### config.mk
export PLATFORM = sky130hd
export DESIGN_NAME = mfld_ram
export DESIGN_NICKNAME = d
export VERILOG_FILES = /design/src/sv/mfld_ram.sv
export SDC_FILE = /design/constraint.sdc
export NUM_CORES = 1
export LEC_CHECK = 0
export BUFFER_PORTS_ARGS = -buffer_cell sky130_fd_sc_hd__clkbuf_2
export CAP_MARGIN = 25
export CORE_AREA = 2 2 312 314
export DETAILED_ROUTE_END_ITERATION = 16
export DIE_AREA = 0 0 314 316
export GPL_TIMING_DRIVEN = 0
export MAX_ROUTING_LAYER = met4
export PLACE_DENSITY_LB_ADDON = 0.12
export SYNTH_ARGS = -nofsm -noshare
export SYNTH_HDL_FRONTEND = slang
export SYNTH_SLANG_ARGS = --single-unit
### constraint.sdc
create_clock -name clk_i -period 3.4 [get_ports clk_i]
set_clock_uncertainty 0.2 [all_clocks]
set_input_delay 0.51 -clock clk_i [delete_from_list [all_inputs] [get_ports clk_i]]
set_output_delay 0.51 -clock clk_i [all_outputs]
set_load 0.02 [all_outputs]
### src/sv/mfld_ram.sv
// Generic simple dual-port RAM with registered read.
`timescale 1ns / 1ps
`default_nettype none
module mfld_ram #(
  parameter int WIDTH = 16,
  parameter int DEPTH = 64
) (
  input  wire logic                     clk_i,
  input  wire logic                     we_i,
  input  wire logic [$clog2(DEPTH)-1:0] waddr_i,
  input  wire logic [WIDTH-1:0]         wdata_i,
  input  wire logic [$clog2(DEPTH)-1:0] raddr_i,
  output logic      [WIDTH-1:0]         rdata_o
);

  logic [WIDTH-1:0] mem [DEPTH];

  always_ff @(posedge clk_i) begin
    if (we_i) begin
      mem[waddr_i] <= wdata_i;
    end
    rdata_o <= mem[raddr_i];
  end

endmodule
`default_nettype wire
## Word-level counts from Yosys, hierarchy flattened

Memory sizes are Yosys's and may differ from the RTL's. A register that Yosys moved wholly into a read port is not among the register bits.
Cells that the tools add are included.

| storage, ports and cells | value |
|---|---|
| flip-flop bits (word level) | 0 |
| memories kept | 1 |
| memory bits (writable) | 1,024 |
| output and inout bits | 16 |
| logic and storage cells | 3 |

| operators by class | value |
|---|---|
| multiplexer cells | 2 |

Memories:

| memory | depth | bits a word | rd ports | clocked after memory_dff | wr ports | line | text |
|---|---|---|---|---|---|---|---|
| mem | 64 | 16 | 1 | 1 | 1 | 16 | `logic [WIDTH-1:0] mem [DEPTH];` |

Operator list:

| operator | count |
|---|---|
| 1-bit 2-to-1 mux | 2 |

## Longest topological paths before layout

| depth | value |
|---|---|
| depth after elaboration | 2 |
| mapped depth | 10 |

## Least setup slack after synthesis

No wires, ideal clock.

| timing path | value |
|---|---|
| path type | input to register |
| from | input port waddr_i[3] |
| to | memory mem[48][0], enable pin |
| stages on the path | 4 |
| slack | 655 ps |
| path buffers | 1 |
| arrival time | 2,136 ps |
| data required time | 2,791 ps |
| cell sequence | clkbuf_1 nor2b_1 nand4b_1 nor3_1 |

RTL lines:

| item | line | text |
|---|---|---|
| from (decl) | 10 | `input wire logic [$clog2(DEPTH)-1:0] waddr_i,` |
| to (decl) | 16 |  |

No word-level cell before the write port.

==> impl_metrics.py <==
metrics = {
    "setup_path": {
        "worstPathMaxFanout": 10,
        "worst_setup_path_start_kind": "primary input",
        "critPathArrivalTime_ps": 3320,
        "critPathKind": "primary input to flop",
        "crit_required_ps": 3690,
        "cp-end-kind": "flop",
    },
    "yosys": {
        "synth_area_per_cell_um2": 21.9,
        "synthFlopType": "edfxtp_1",
        "syn_inst": 1829,
        "ys_seq_elements": 1040,
        "syn_nets": 1859,
        "synth_warnings": 0,
        "ys_seq_area_share_pct": 77.6,
        "syn_area_mm2": 0.0400,
        "async_flop_share_pct": 0,
        "ys_types": 43,
        "synth_edf_count": 1024,
    },
    "route": {
        "routed_wl_mm": 107,
        "first_iter_violations": 2019,
        "via_per_inst": 5.66,
        "dr.pass1.iters": 5,
        "ant_nets": 0,
        "dr_total_vias": 19400,
        "wl_per_cell_um": 31.2,
        "drc": 0,
    },
    "clocking": {
        "cts_tree": "done",
        "hold_buffers": 1,
        "path_clk_slew_ps": 60,
        "cts_max_path_buffers": 3,
        "htreeDepth": 3,
        "cts_sinks": 1040,
        "clk_latency_ps": 670,
        "clockRootBuffer": "clkbuf_16",
        "numCtsBuffers": 108,
        "ctsResizeCount": 0,
        "post_cts_buffers": 0,
    },
    "pwr": {
        "p_sw_share_pct": 21.3,
        "ir_worst_vdd_mv": 0.451,
        "p_leak_nw": 14.8,
        "p_int_w": 0.0216,
        "p_clk_share_pct": 42.6,
        "pwr-share-seq_pct": 51.8,
        "switchingPower_w": 0.00585,
        "p_per_area_mw_per_mm2": 586,
        "p_comb_share_pct": 5.5,
        "power.total_w": 0.0274,
    },
    "placed_design": {
        "place_hpwl_mm": 72.3,
        "place_inst": 3216,
        "gp_congestion": 0.839,
        "dpl_cell_area_mm2": 0.0433,
        "portBuffers": 38,
        "post-place-ws_ps": -318,
    },
    "timing": {
        "hold_viol_final": 0,
        "min_period_ps": 3040,
        "relSlewSlack_pct": 27.9,
        "fin_crit_sh_pct": 89.3,
        "max_freq_mhz": 329,
        "rsz0062_at_grt": "false",
        "setup_viol": 0,
        "timing_worst_slew_pin_value_ps": 1080,
        "final_max_slew_viol_count": 0,
        "timing.hold.ws_ps": 206,
        "setup_ws_ps": 364,
    },
    "final_layout": {
        "fin_cells": 3423,
        "syn_to_final_growth_pct": 16.9,
        "final_area_mm2": 0.0468,
        "nets": 2082,
        "layout-drive-gt1-share_pct": 30.9,
    },
    "run_status": {
        "status": "finished, final reports clean",
    },
    "min_path": {
        "hold_path.class": "primary input to flop",
    },
    "floorplan": {
        "die_w_um": 314,
        "start_util_pct": 41.7,
        "rows": 114,
        "die_area_mm2": 0.0992,
        "ios": 46,
        "coreArea_mm2": 0.0960,
        "chipHeight_um": 316,
    },
    "global_routing": {
        "grt_pass1_wl_mm": 151,
        "antenna_found_initial": 8,
        "track_usage_pct": 22.6,
        "grt_overflow": 0,
        "grt_pass1_vias": 19800,
        "grt_max_degree": 65,
    },
    "flow_run": {
        "cap_violations": 0,
    },
}
==> stage by stage <==
step / util [%] / setup TNS (ps)
floorplan: - / 0
global route: 48.7 / 0
finish: 48.8 / 0
CTS: 48.7 / 0
detailed placement: 45.1 / -2820
global placement: 43.6 / -234260
==> final timing paths <==
path	slack [ps]	start	end	cells after the start
worst max-delay path	360	raddr_i[2]	rdata_o[3]	8
worst min-delay path	210	wdata_i[2]	mem[30][2]	1
worst min register to register	680	mem[32][11]	rdata_o[11]	3
worst max register to register	700	mem[4][13]	rdata_o[13]	5
==> metal layers <==
metal	part of all wire, %	up-vias	GRT usage, %	wire length [um]
met5	0	-	-	0
met1	42	10500	30.4	45200
met3	5.5	153	2.95	5830
met2	49	585	36.4	52600
met4	3.0	0	6.63	3180
li1	-	8153	-	-
==> registers in the layout, indices dropped and copies added (netlist names) <==
name	count
mem	1024
rdata_o	16
==> cells in the mapped netlist, types with 8 or more instances <==
library cell	number	area share [%]
nand3_1	24	0.30
a211o_1	8	0.17
nor2b_1	30	0.47
nor2_1	72	0.67
buf_4	13	0.24
a22oi_1	39	0.73
a311oi_1	8	0.17
buf_6	17	0.48
edfxtp_1	1024	77
clkbuf_1	24	0.22
a211oi_1	8	0.15
a21oi_1	17	0.21
dfxtp_1	16	0.80
a31oi_1	8	0.12
nand2_1	59	0.55
nand4_1	12	0.19
mux2_2	27	0.76
a221oi_1	16	0.35
mux4_2	220	12
buf_2	36	0.45
mux2i_1	85	2.1
==> power groups by stage <==
| stage | combinational (W) | sequential [W] | clock, W |
|---|---|---|---|
| floorplan | 0.000735 | 0.0145 | 0 |
| global placement | 0.00146 | 0.0145 | 0 |
| detailed placement | 0.00154 | 0.0145 | 0 |
| CTS | 0.00154 | 0.0142 | 0.0119 |
| global route | 0.00160 | 0.0142 | 0.0124 |
| finish | 0.00152 | 0.0142 | 0.0117 |
==> worst max-delay path: stages <==
cell and delay, ps:
buf_2 280, buf_2 410, buf_2 430, buf_2 370
mux2i_1 380, nand3_1 160, a31oi_1 570, a311oi_1 190
==> layout make-up <==
| type | count | area (um2) |
|---|---|---|
| multi-input cells | 685 | 8400 |
| repair buffers | 113 | 1480 |
| flip-flops and latches | 1040 | 31100 |
| plain buffers | 104 | 733 |
| clock inverters | 70 | 653 |
| clock buffers | 131 | 2850 |
| diodes | 4 | 10.0 |
| fillers | 7802 | 49200 |
| well taps | 1276 | 1600 |
==> cell usage in the layout (no fill, tap or decap), types with 4 or more instances in the layout <==
cell type  count
a211o_1        8
a211oi_1       8
a21oi_1       17
a221o_1        6
a221oi_1      16
a22o_1         6
a22oi_1       39
a311oi_1       8
a31oi_1        8
a41oi_1        5
and4_1         5
buf_12        15
buf_16        11
buf_2         36
buf_4         13
buf_6         26
buf_8         47
bufinv_16     12
clkbuf_1      44
clkbuf_16    111
clkbuf_2      34
clkbuf_4       7
clkinv_1      26
clkinv_2      25
dfxtp_1       16
diode_2        4
edfxtp_1    1024
mux2_2        27
mux2i_1       85
mux4_1         4
mux4_2       220
nand2_1       59
nand3_1       24
nand4_1       12
nor2_1        10
nor2_2        64
nor2b_1       30
o21ai_0        5
==> kinds of logic after synthesis <==
group / Yosys count / share of synthesized area, %
DFF: 1040 / 77.6
AOI/OAI and AO/OA: 129 / 2.41
buffers and inverters: 104 / 1.83
muxes: 336 / 15.5
and+or+nand+nor: 220 / 2.65
Note: power is estimated with default switching activity, not from simulation.
